--- src/rtl/pasm_pkg.sv ---
`timescale 1ns / 1ps
// ----------------------------------------------------------------------------
// pasm_pkg: shared types and codes of the polynomial add/sub/mul unit
// Operation codes, the command queue entry and the engine state enum.
// ----------------------------------------------------------------------------
package pasm_pkg;

    localparam int RES_W   = 38;
    localparam int RPOW_W  = 6;

    typedef enum logic [1:0] {
        OP_ADD = 2'd0,
        OP_SUB = 2'd1,
        OP_MUL = 2'd2,
        OP_NOP = 2'd3
    } op_t;

    // Compute command handed from front end to engine
    typedef struct packed {
        op_t        op;
        logic [4:0] deg_a;
        logic [4:0] deg_b;
    } cmd_t;

    typedef enum logic [1:0] {
        ST_IDLE = 2'd0,
        ST_READ = 2'd1,
        ST_MAC  = 2'd2,
        ST_EMIT = 2'd3
    } eng_state_t;

endpackage

--- src/rtl/pasm_front.sv ---
`timescale 1ns / 1ps
// ----------------------------------------------------------------------------
// pasm_front: input decode and command queue
// Loads go straight to the coefficient stores; compute items are queued.
// ----------------------------------------------------------------------------
module pasm_front #(
    parameter int MAX_DEGREE  = 31,
    parameter int COEFF_WIDTH = 16,
    parameter int AW          = 5
) (
    input  logic                   clk,
    input  logic                   rst_n,
    input  logic                   in_valid,
    output logic                   in_ready,
    input  logic                   action,
    input  logic                   poly_select,
    input  logic [4:0]             load_power,
    input  logic signed [15:0]     load_coefficient,
    input  logic [1:0]             operation,
    input  logic [4:0]             degree_a,
    input  logic [4:0]             degree_b,
    // engine has no command in progress
    input  logic                   eng_idle,
    // store write port
    output logic                   wr_a,
    output logic                   wr_b,
    output logic [AW-1:0]          wr_addr,
    output logic [COEFF_WIDTH-1:0] wr_data,
    // queue to engine
    output logic                   cmd_valid,
    input  logic                   cmd_ready,
    output pasm_pkg::cmd_t         cmd
);
    localparam int QD = 2;

    pasm_pkg::cmd_t q_reg [QD];
    logic [0:0] wp_reg, rp_reg;
    logic [1:0] cnt_reg;
    logic       push, pop, fits;
    logic [4:0] da, db;
    pasm_pkg::cmd_t new_cmd;

    // clamp degrees to the store size
    assign da = (32'(degree_a) > MAX_DEGREE) ? 5'(MAX_DEGREE) : degree_a;
    assign db = (32'(degree_b) > MAX_DEGREE) ? 5'(MAX_DEGREE) : degree_b;
    assign new_cmd = '{op: pasm_pkg::op_t'(operation), deg_a: da, deg_b: db};

    // a load waits until no queued or running compute can still read the stores
    assign in_ready = (cnt_reg != 2'd2)
                      && (action || ((cnt_reg == 2'd0) && eng_idle));
    assign fits     = (32'(load_power) <= MAX_DEGREE);
    assign wr_a     = in_valid && in_ready && !action && fits && !poly_select;
    assign wr_b     = in_valid && in_ready && !action && fits && poly_select;
    assign wr_addr  = AW'(load_power);
    assign wr_data  = COEFF_WIDTH'(load_coefficient);

    // operation 3 produces nothing and is dropped here
    assign push = in_valid && in_ready && action
                  && (operation != pasm_pkg::OP_NOP);
    assign cmd_valid = (cnt_reg != 2'd0);
    assign cmd       = q_reg[rp_reg];
    assign pop       = cmd_valid && cmd_ready;

    always_ff @(posedge clk)
    begin
        if (push)
        begin
            q_reg[wp_reg] <= new_cmd;
        end
    end

    always_ff @(posedge clk or negedge rst_n)
    begin
        if (!rst_n)
        begin
            wp_reg  <= '0;
            rp_reg  <= '0;
            cnt_reg <= '0;
        end
        else
        begin
            if (push) wp_reg <= wp_reg + 1'b1;
            if (pop)  rp_reg <= rp_reg + 1'b1;
            cnt_reg <= cnt_reg + 2'(push) - 2'(pop);
        end
    end

    a_no_overflow: assert property (@(posedge clk) disable iff (!rst_n)
        cnt_reg == 2'd2 |-> !push) else $error("cmd queue overflow");
    a_count_range: assert property (@(posedge clk) disable iff (!rst_n)
        cnt_reg <= 2'd2) else $error("cmd queue count bad");
    a_pop_nonempty: assert property (@(posedge clk) disable iff (!rst_n)
        pop |=> cnt_reg <= 2'd1 || $past(push)) else $error("queue pop bad");

endmodule

--- src/rtl/pasm_engine.sv ---
`timescale 1ns / 1ps
// ----------------------------------------------------------------------------
// pasm_engine: coefficient stores and shared multiply-accumulate engine
// Walks result powers from the top down, reading one store pair per READ step.
// ----------------------------------------------------------------------------
module pasm_engine #(
    parameter int MAX_DEGREE  = 31,
    parameter int COEFF_WIDTH = 16,
    parameter int AW          = 5
) (
    input  logic                              clk,
    input  logic                              rst_n,
    input  logic                              wr_a,
    input  logic                              wr_b,
    input  logic [AW-1:0]                     wr_addr,
    input  logic [COEFF_WIDTH-1:0]            wr_data,
    input  logic                              cmd_valid,
    output logic                              cmd_ready,
    input  pasm_pkg::cmd_t                    cmd,
    output logic                              eng_idle,
    output logic                              out_valid,
    input  logic                              out_ready,
    output logic [pasm_pkg::RPOW_W-1:0]       out_power,
    output logic signed [pasm_pkg::RES_W-1:0] out_coef,
    output logic                              out_last
);
    localparam int DEPTH = MAX_DEGREE + 1;
    localparam int PW    = pasm_pkg::RPOW_W;
    localparam int RW    = pasm_pkg::RES_W;

    logic [COEFF_WIDTH-1:0] mem_a [DEPTH];
    logic [COEFF_WIDTH-1:0] mem_b [DEPTH];
    logic [COEFF_WIDTH-1:0] rd_a_reg, rd_b_reg;

    pasm_pkg::eng_state_t state_reg, state_next;
    pasm_pkg::op_t op_reg;
    logic [4:0]  da_reg, db_reg;
    logic [PW-1:0] p_reg, p_next;
    logic [5:0]  i_reg, i_next;
    logic [5:0]  j;
    logic        term_ok, term_ok_reg, last_term_reg, last_term;
    logic signed [RW-1:0] acc_reg, acc_next;
    logic signed [2*COEFF_WIDTH-1:0] prod;
    logic signed [RW-1:0] term;
    logic        obuf_full_reg;
    logic [PW-1:0] opow_reg;
    logic signed [RW-1:0] ocoef_reg;
    logic        load_out;

    // read addresses: mult walks i over A, j = p - i over B
    assign j = 6'(p_reg) - i_reg;
    always_comb
    begin
        if (op_reg == pasm_pkg::OP_MUL)
            term_ok = (i_reg <= 6'(da_reg)) && (6'(p_reg) >= i_reg)
                      && (j <= 6'(db_reg));
        else
            term_ok = 1'b1;
        last_term = (op_reg != pasm_pkg::OP_MUL) || (i_reg == 6'(da_reg));
    end

    // store writes and registered reads
    always_ff @(posedge clk)
    begin
        if (wr_a) mem_a[wr_addr] <= wr_data;
        if (wr_b) mem_b[wr_addr] <= wr_data;
        if (op_reg == pasm_pkg::OP_MUL)
        begin
            rd_a_reg <= mem_a[i_reg[AW-1:0]];
            rd_b_reg <= mem_b[j[AW-1:0]];
        end
        else
        begin
            rd_a_reg <= (p_reg <= PW'(da_reg)) ? mem_a[p_reg[AW-1:0]] : '0;
            rd_b_reg <= (p_reg <= PW'(db_reg)) ? mem_b[p_reg[AW-1:0]] : '0;
        end
        term_ok_reg   <= term_ok;
        last_term_reg <= last_term;
    end

    assign prod = $signed(rd_a_reg) * $signed(rd_b_reg);
    always_comb
    begin
        case (op_reg)
            pasm_pkg::OP_ADD: term = RW'($signed(rd_a_reg)) + RW'($signed(rd_b_reg));
            pasm_pkg::OP_SUB: term = RW'($signed(rd_a_reg)) - RW'($signed(rd_b_reg));
            pasm_pkg::OP_MUL: term = term_ok_reg ? RW'(prod) : '0;
            default:          term = '0;
        endcase
    end

    assign load_out = !obuf_full_reg || out_ready;
    assign eng_idle = (state_reg == pasm_pkg::ST_IDLE);

    // sequencer: READ issues reads, MAC accumulates, EMIT hands off a coefficient
    always_comb
    begin
        state_next = state_reg;
        p_next     = p_reg;
        i_next     = i_reg;
        acc_next   = acc_reg;
        cmd_ready  = 1'b0;
        case (state_reg)
            pasm_pkg::ST_IDLE:
            begin
                cmd_ready = 1'b1;
                if (cmd_valid)
                begin
                    p_next     = (cmd.op == pasm_pkg::OP_MUL)
                                 ? PW'(cmd.deg_a) + PW'(cmd.deg_b)
                                 : PW'((cmd.deg_a > cmd.deg_b) ? cmd.deg_a : cmd.deg_b);
                    i_next     = '0;
                    acc_next   = '0;
                    state_next = pasm_pkg::ST_READ;
                end
            end
            pasm_pkg::ST_READ:
            begin
                state_next = pasm_pkg::ST_MAC;
            end
            pasm_pkg::ST_MAC:
            begin
                acc_next = acc_reg + term;
                if (last_term_reg)
                    state_next = pasm_pkg::ST_EMIT;
                else
                begin
                    i_next     = i_reg + 6'd1;
                    state_next = pasm_pkg::ST_READ;
                end
            end
            pasm_pkg::ST_EMIT:
            begin
                if (load_out)
                begin
                    if (p_reg == '0)
                        state_next = pasm_pkg::ST_IDLE;
                    else
                    begin
                        p_next     = p_reg - PW'(1);
                        i_next     = '0;
                        acc_next   = '0;
                        state_next = pasm_pkg::ST_READ;
                    end
                end
            end
            default: state_next = pasm_pkg::ST_IDLE;
        endcase
    end

    always_ff @(posedge clk or negedge rst_n)
    begin
        if (!rst_n)
        begin
            state_reg     <= pasm_pkg::ST_IDLE;
            obuf_full_reg <= 1'b0;
        end
        else
        begin
            state_reg <= state_next;
            if (state_reg == pasm_pkg::ST_EMIT && load_out)
                obuf_full_reg <= 1'b1;
            else if (out_ready)
                obuf_full_reg <= 1'b0;
        end
    end

    always_ff @(posedge clk)
    begin
        p_reg   <= p_next;
        i_reg   <= i_next;
        acc_reg <= acc_next;
        if (state_reg == pasm_pkg::ST_IDLE && cmd_valid)
        begin
            op_reg <= cmd.op;
            da_reg <= cmd.deg_a;
            db_reg <= cmd.deg_b;
        end
        if (state_reg == pasm_pkg::ST_EMIT && load_out)
        begin
            opow_reg  <= p_reg;
            ocoef_reg <= acc_reg;
        end
    end

    assign out_valid = obuf_full_reg;
    assign out_power = opow_reg;
    assign out_coef  = ocoef_reg;
    assign out_last  = (opow_reg == '0);

    a_hold: assert property (@(posedge clk) disable iff (!rst_n)
        out_valid && !out_ready |=> $stable(ocoef_reg) && out_valid)
        else $error("output dropped under stall");
    a_take_idle: assert property (@(posedge clk) disable iff (!rst_n)
        cmd_ready |-> state_reg == pasm_pkg::ST_IDLE)
        else $error("command taken while busy");
    a_mac_after_read: assert property (@(posedge clk) disable iff (!rst_n)
        state_reg == pasm_pkg::ST_MAC |-> $past(state_reg) == pasm_pkg::ST_READ)
        else $error("accumulate without read");

endmodule

--- src/rtl/polynomial_add_sub_mul_unit.sv ---
`timescale 1ns / 1ps
// A load is written straight to its coefficient store, not queued. A compute
//   walks each result coefficient through READ and MAC, then hands it off in EMIT;
//   add/sub use one READ/MAC pair per coefficient, multiply one pair per power
//   of A. EMIT waits while the output register holds an untaken coefficient.
//   A load waits until every queued and running compute has finished.
// Reset (rst_n, async low) clears degrees, queue and sequencer; the stores
//   are not cleared and no clearing pass is run.
// ----------------------------------------------------------------------------
// polynomial_add_sub_mul_unit: polynomial add, subtract and multiply
// Front end decodes loads and queues compute commands for the engine.
// ----------------------------------------------------------------------------
module polynomial_add_sub_mul_unit #(
    parameter int MAX_DEGREE  = 31,
    parameter int COEFF_WIDTH = 16
) (
    input  logic        clk,
    input  logic        rst_n,
    input  logic        s_axis_tvalid,
    output logic        s_axis_tready,
    // [0] action, [1] poly_select, [6:2] load_power,
    // [22:7] load_coefficient, [24:23] operation
    input  logic [31:0] s_axis_tdata,
    output logic        m_axis_tvalid,
    input  logic        m_axis_tready,
    // [5:0] result_power, [43:6] result_coefficient
    output logic [47:0] m_axis_tdata,
    output logic        m_axis_tlast,
    input  logic        cfg_we,
    input  logic [0:0]  cfg_index,
    input  logic [4:0]  cfg_wdata
);
    localparam int AW = $clog2(MAX_DEGREE + 1);

    logic [4:0] degree_a_reg, degree_b_reg;
    logic wr_a, wr_b, cmd_valid, cmd_ready, eng_idle;
    logic [AW-1:0] wr_addr;
    logic [COEFF_WIDTH-1:0] wr_data;
    pasm_pkg::cmd_t cmd;
    logic [pasm_pkg::RPOW_W-1:0] rpow;
    logic signed [pasm_pkg::RES_W-1:0] rcoef;

    // degree registers
    always_ff @(posedge clk or negedge rst_n)
    begin
        if (!rst_n)
        begin
            degree_a_reg <= '0;
            degree_b_reg <= '0;
        end
        else if (cfg_we)
        begin
            if (cfg_index == 1'b0) degree_a_reg <= cfg_wdata;
            else                   degree_b_reg <= cfg_wdata;
        end
    end

    pasm_front #(.MAX_DEGREE(MAX_DEGREE), .COEFF_WIDTH(COEFF_WIDTH), .AW(AW)) u_front (
        .clk, .rst_n,
        .in_valid(s_axis_tvalid), .in_ready(s_axis_tready),
        .action(s_axis_tdata[0]), .poly_select(s_axis_tdata[1]),
        .load_power(s_axis_tdata[6:2]), .load_coefficient(s_axis_tdata[22:7]),
        .operation(s_axis_tdata[24:23]),
        .degree_a(degree_a_reg), .degree_b(degree_b_reg),
        .eng_idle,
        .wr_a, .wr_b, .wr_addr, .wr_data,
        .cmd_valid, .cmd_ready, .cmd
    );

    pasm_engine #(.MAX_DEGREE(MAX_DEGREE), .COEFF_WIDTH(COEFF_WIDTH), .AW(AW)) u_engine (
        .clk, .rst_n,
        .wr_a, .wr_b, .wr_addr, .wr_data,
        .cmd_valid, .cmd_ready, .cmd,
        .eng_idle,
        .out_valid(m_axis_tvalid), .out_ready(m_axis_tready),
        .out_power(rpow), .out_coef(rcoef), .out_last(m_axis_tlast)
    );

    assign m_axis_tdata = {4'b0, rcoef, rpow};

endmodule
--- config.mk ---
export PLATFORM = sky130hd
export DESIGN_NAME = polynomial_add_sub_mul_unit
export DESIGN_NICKNAME = d
export VERILOG_FILES = /design/src/rtl/pasm_pkg.sv /design/src/rtl/pasm_front.sv /design/src/rtl/pasm_engine.sv /design/src/rtl/polynomial_add_sub_mul_unit.sv
export SDC_FILE = /design/constraint.sdc
export NUM_CORES = 2
export LEC_CHECK = 0
export BUFFER_PORTS_ARGS = -buffer_cell sky130_fd_sc_hd__buf_4
export CAP_MARGIN = 25
export CORE_UTILIZATION = 25
export DETAILED_ROUTE_END_ITERATION = 8
export PLACE_DENSITY = 0.39
export SYNTH_ARGS = -nofsm -noshare
export SYNTH_HDL_FRONTEND = slang
export SYNTH_SLANG_ARGS = --single-unit
--- constraint.sdc ---
create_clock -name clk -period 9.75 [get_ports clk]
set_input_delay 1.4625 -clock clk [delete_from_list [all_inputs] [get_ports clk]]
set_output_delay 1.4625 -clock clk [all_outputs]
set_load 0.02 [all_outputs]
==> Implementation_results.wiki <==
{| class="wikitable"
! Metric !! Value
|-
| Port Buf Inserts || between 80 and 90
|-
| Layout cells sized above 1 || 0.276
|-
| Area of the mapped netlist || around 68000 sq um
|-
| Critical path origin || u_engine.rd_b_reg[2]$_DFF_P_
|-
| Share of the yosys chip area belonging to registers || 0.531
|-
| Registers with the most flip-flops || u_engine.mem_a x512, u_engine.mem_b x512
|-
| Clock tree buffer depth || 3
|-
| Effective utilization at floorplan || 0.252
|-
| Startpoint of the worst hold path || u_engine.acc_reg[4]$_SDFFCE_PN0P_
|-
| Share of the synthesized area in the top cell type || 0.512
|-
| Warnings, synthesis || 0
|-
| Total global routing overflow || 0
|-
| Number of buffers created by CTS || ~140
|-
| TritonCTS clock tree || built
|-
| Setup repair after global routing missed its margin || no
|-
| Run status || finished, final reports clean
|-
| Worst-skew pair later-pin latency || roughly 0.80 ns
|-
| Area inside the core boundary || 269000 sq um
|-
| I/O pin total || 94
|-
| Top cell family by delay on the critical path || adder cells
|-
| Remaining number of nets flagged by the antenna check after routing || 0
|-
| Number of remaining DRC errors || 0
|-
| Wire length of the first global-routing pass || roughly 310000 microns
|-
| Total non-filler cell area in the finished layout || just under 80000 sq um
|-
| Final Critical Period || around 9 ns
|-
| Clock transition at the registers of the reported paths || ~0.06 ns
|-
| Final max-slew violation count || 0
|-
| Synthesized area per cell || 16.5 sq um
|-
| Type of the worst min-delay path || flop to flop
|-
| Post-synth EDFFs || around 1200
|-
| Crit path capture type || flop
|-
| Gates resized, CTS repair || 0
|-
| Die height || between 500 and 600 microns
|-
| Setup Fix Bufs, Post-CTS || 0
|-
| Relative area change from synthesis to final layout || 15.0%
|-
| Initial antenna violation count || 19
|-
| Master of the slowest instance on the critical path || dfxtp_1
|-
| Root Buffer Master || clkbuf_16
|-
| Required time of the critical path || 10.27 ns
|-
| Weighted congestion reported at the end of routability-driven placement || 0.759
|-
| Vias || ~38000
|-
| Worst slew margin relative to its limit || 0.249
|-
| Die Wd || between 500 and 600 microns
|-
| Count of final hold-check violations || 0
|-
| Transition time at the pin with the least slew margin || 1.12 ns
|-
| Register area || roughly 36000 sq um
|-
| Worst Path Arrival || between 9 and 10 ns
|-
| Top cells by area, synth || edfxtp_1 (51%), mux4_2 (21%), fa_1 (7.9%), ha_1 (3.5%), inv_1 (2.0%)
|-
| Worst-case hold slack || between 0.4 and 0.5 ns
|-
| Vias in the first global route || ~40000
|-
| Prevailing post-synth register cell || edfxtp_1
|-
| Count of routing violations after the opening detailed-route iteration || 3133
|-
| Post-DP HPWL || between 100000 and 150000 microns
|-
| Total iterations of the first detailed-routing run || 5
|-
| Critical path startpoint category || flop
|-
| Max-Cap Viols || 0
|-
| Delay contributed by the slowest stage of the critical path || 0.84 ns
|-
| Flip-flop and latch count after synthesis || roughly 1200
|-
| Cts-stage hold buffer count || 0
|-
| Area of the multi-input gates || about 30000 sq um
|-
| Number of fill cells in the layout || approximately 27000
|-
| Maximum frequency from static timing analysis || about 110 MHz
|-
| Overall die area || between 200000 and 300000 sq um
|-
| GRT Total Usage || 0.160
|-
| Crit path kind || flop to flop
|-
| Maximum level of the CTS H-tree || 4
|-
| Start of the worst register-to-register path || u_engine.rd_b_reg[2]$_DFF_P_
|-
| Clock tree skew after final layout || roughly 0.045 ns
|-
| Post-detailed-placement cell area || roughly 73000 sq um
|-
| Wire length after detailed routing || roughly 220000 microns
|-
| Net total in the final layout || 4742
|-
| Total negative slack for setup checks || 0 ns
|-
| Critical path's most frequent cell || fa_1
|-
| Number of distinct library cells after synthesis || 89
|-
| Count of standard-cell rows || 190
|-
| Critical-path maximum fanout || 16
|-
| Clock net sink count || roughly 1200
|-
| Final setup viols || 0
|-
| Final Cycle Share || 0.931
|-
| Fraction of synthesis flops using an asynchronous set or reset pin || 0.0140
|-
| Yosys top cell by area || edfxtp_1
|-
| Via/cell ratio || 4.80
|-
| Wirelength per Cell || around 28 microns
|-
| Number of buffer and inverter stages on the critical path || 3
|-
| Pin count of the biggest net entering global routing || around 110
|-
| Number of instances in the synthesized netlist || 4091
|}
==> cell usage after synthesis (3+ instances only) <==
cell type	n
a211oi_1	14
a211oi_2	3
a21o_1	32
a21oi_1	76
a31oi_1	14
and2_1	107
and3_1	11
buf_1	24
buf_2	75
buf_4	4
clkbuf_1	118
dfrtp_1	17
dfxtp_1	44
edfxtp_1	1154
fa_1	267
ha_1	192
inv_1	364
mux2_2	26
mux2i_1	78
mux4_2	640
nand2_1	180
nand2b_1	21
nand3_1	21
nand3b_1	4
nand4_1	9
nor2_1	191
nor2b_1	19
nor3_1	25
nor3b_1	6
nor4_1	3
o211ai_1	6
o21a_1	19
o21ai_0	77
o21ai_1	19
o21bai_1	14
o22ai_1	31
o31ai_1	5
or3_1	25
xnor2_1	60
xor2_1	34
==> through the flow <==
stage          setup WS, ns  instances  utilization
2_1_floorplan          1.95       4094            -
3_3_place_gp          0.550       7643        0.273
3_5_place_dp          0.603       7649        0.273
4_1_cts               0.572       7905        0.290
5_1_grt            0.000597       7905        0.290
6_report              0.676       7909        0.290
==> routing by layer <==
| layer | track usage | vias to the layer above | wire [microns] |
|---|---|---|---|
| li1 | - | 16200 | - |
| met1 | 0.220 | 20600 | 98400 |
| met2 | 0.264 | 943 | 104000 |
| met3 | 0.0283 | 230 | 11200 |
| met4 | 0.0304 | 6 | 3580 |
| met5 | 0 | - | 41 |
==> logic make-up (layout without fill, tap and decap cells) <==
family / count (synthesis) / in the layout / share of synthesized area
AO/OA/AOI/OAI: 351 / 351 / 0.0338
other: 1 / 8 / 0.0000554
AND/OR/NAND/NOR: 639 / 639 / 0.0453
multiplexers: 744 / 744 / 0.229
buffers and inverters: 588 / 847 / 0.0344
XOR/XNOR: 94 / 94 / 0.0122
flip-flops: 1215 / 1215 / 0.531
adder cells (fa/ha/maj): 459 / 459 / 0.114
==> cells in the final DEF, fill, tap and decap left out, types with 55 or more instances in the layout <==
master | netlist | routed
a21oi_1 | 76 | 76
nor2_2 | 1 | 55
o21ai_0 | 77 | 73
mux4_2 | 640 | 640
fa_1 | 267 | 266
ha_1 | 192 | 191
inv_1 | 364 | 364
nor2_1 | 191 | 125
buf_4 | 4 | 215
and2_1 | 107 | 106
mux2i_1 | 78 | 78
nand2_1 | 180 | 179
clkbuf_16 | 0 | 142
edfxtp_1 | 1154 | 1154
xnor2_1 | 60 | 58
==> layout make-up <==
cell class,instances,area share
flip-flops and latches,1215,0.462
multi-input cells,2291,0.382
well taps,3552,0.0571
clock buffers,180,0.0489
repair buffers,225,0.0231
inverters,366,0.0176
clock inverters,76,0.00937
diodes,4,0.000129
==> path summary, 6_finish.rpt <==
check                                                     end  slack (ns)  cells after the start
setup / recovery           u_engine.acc_reg[33]$_SDFFCE_PN0P_        0.68                     32
hold / removal                 u_engine.out_coef[4]$_DFFE_PP_        0.46                      0
setup reg to reg           u_engine.acc_reg[33]$_SDFFCE_PN0P_        0.68                     32
hold reg to reg                u_engine.out_coef[4]$_DFFE_PP_        0.46                      0
max in group asynchronous         degree_b_reg[2]$_DFFE_PN0P_        8.99                      1
min in group asynchronous   u_engine.state_reg[1]$_DFFE_PN0P_        0.54                      1
Power is left out: the tool's default activity adds up to more than one toggle a clock period on the data nets, which glitch-free logic cannot reach.
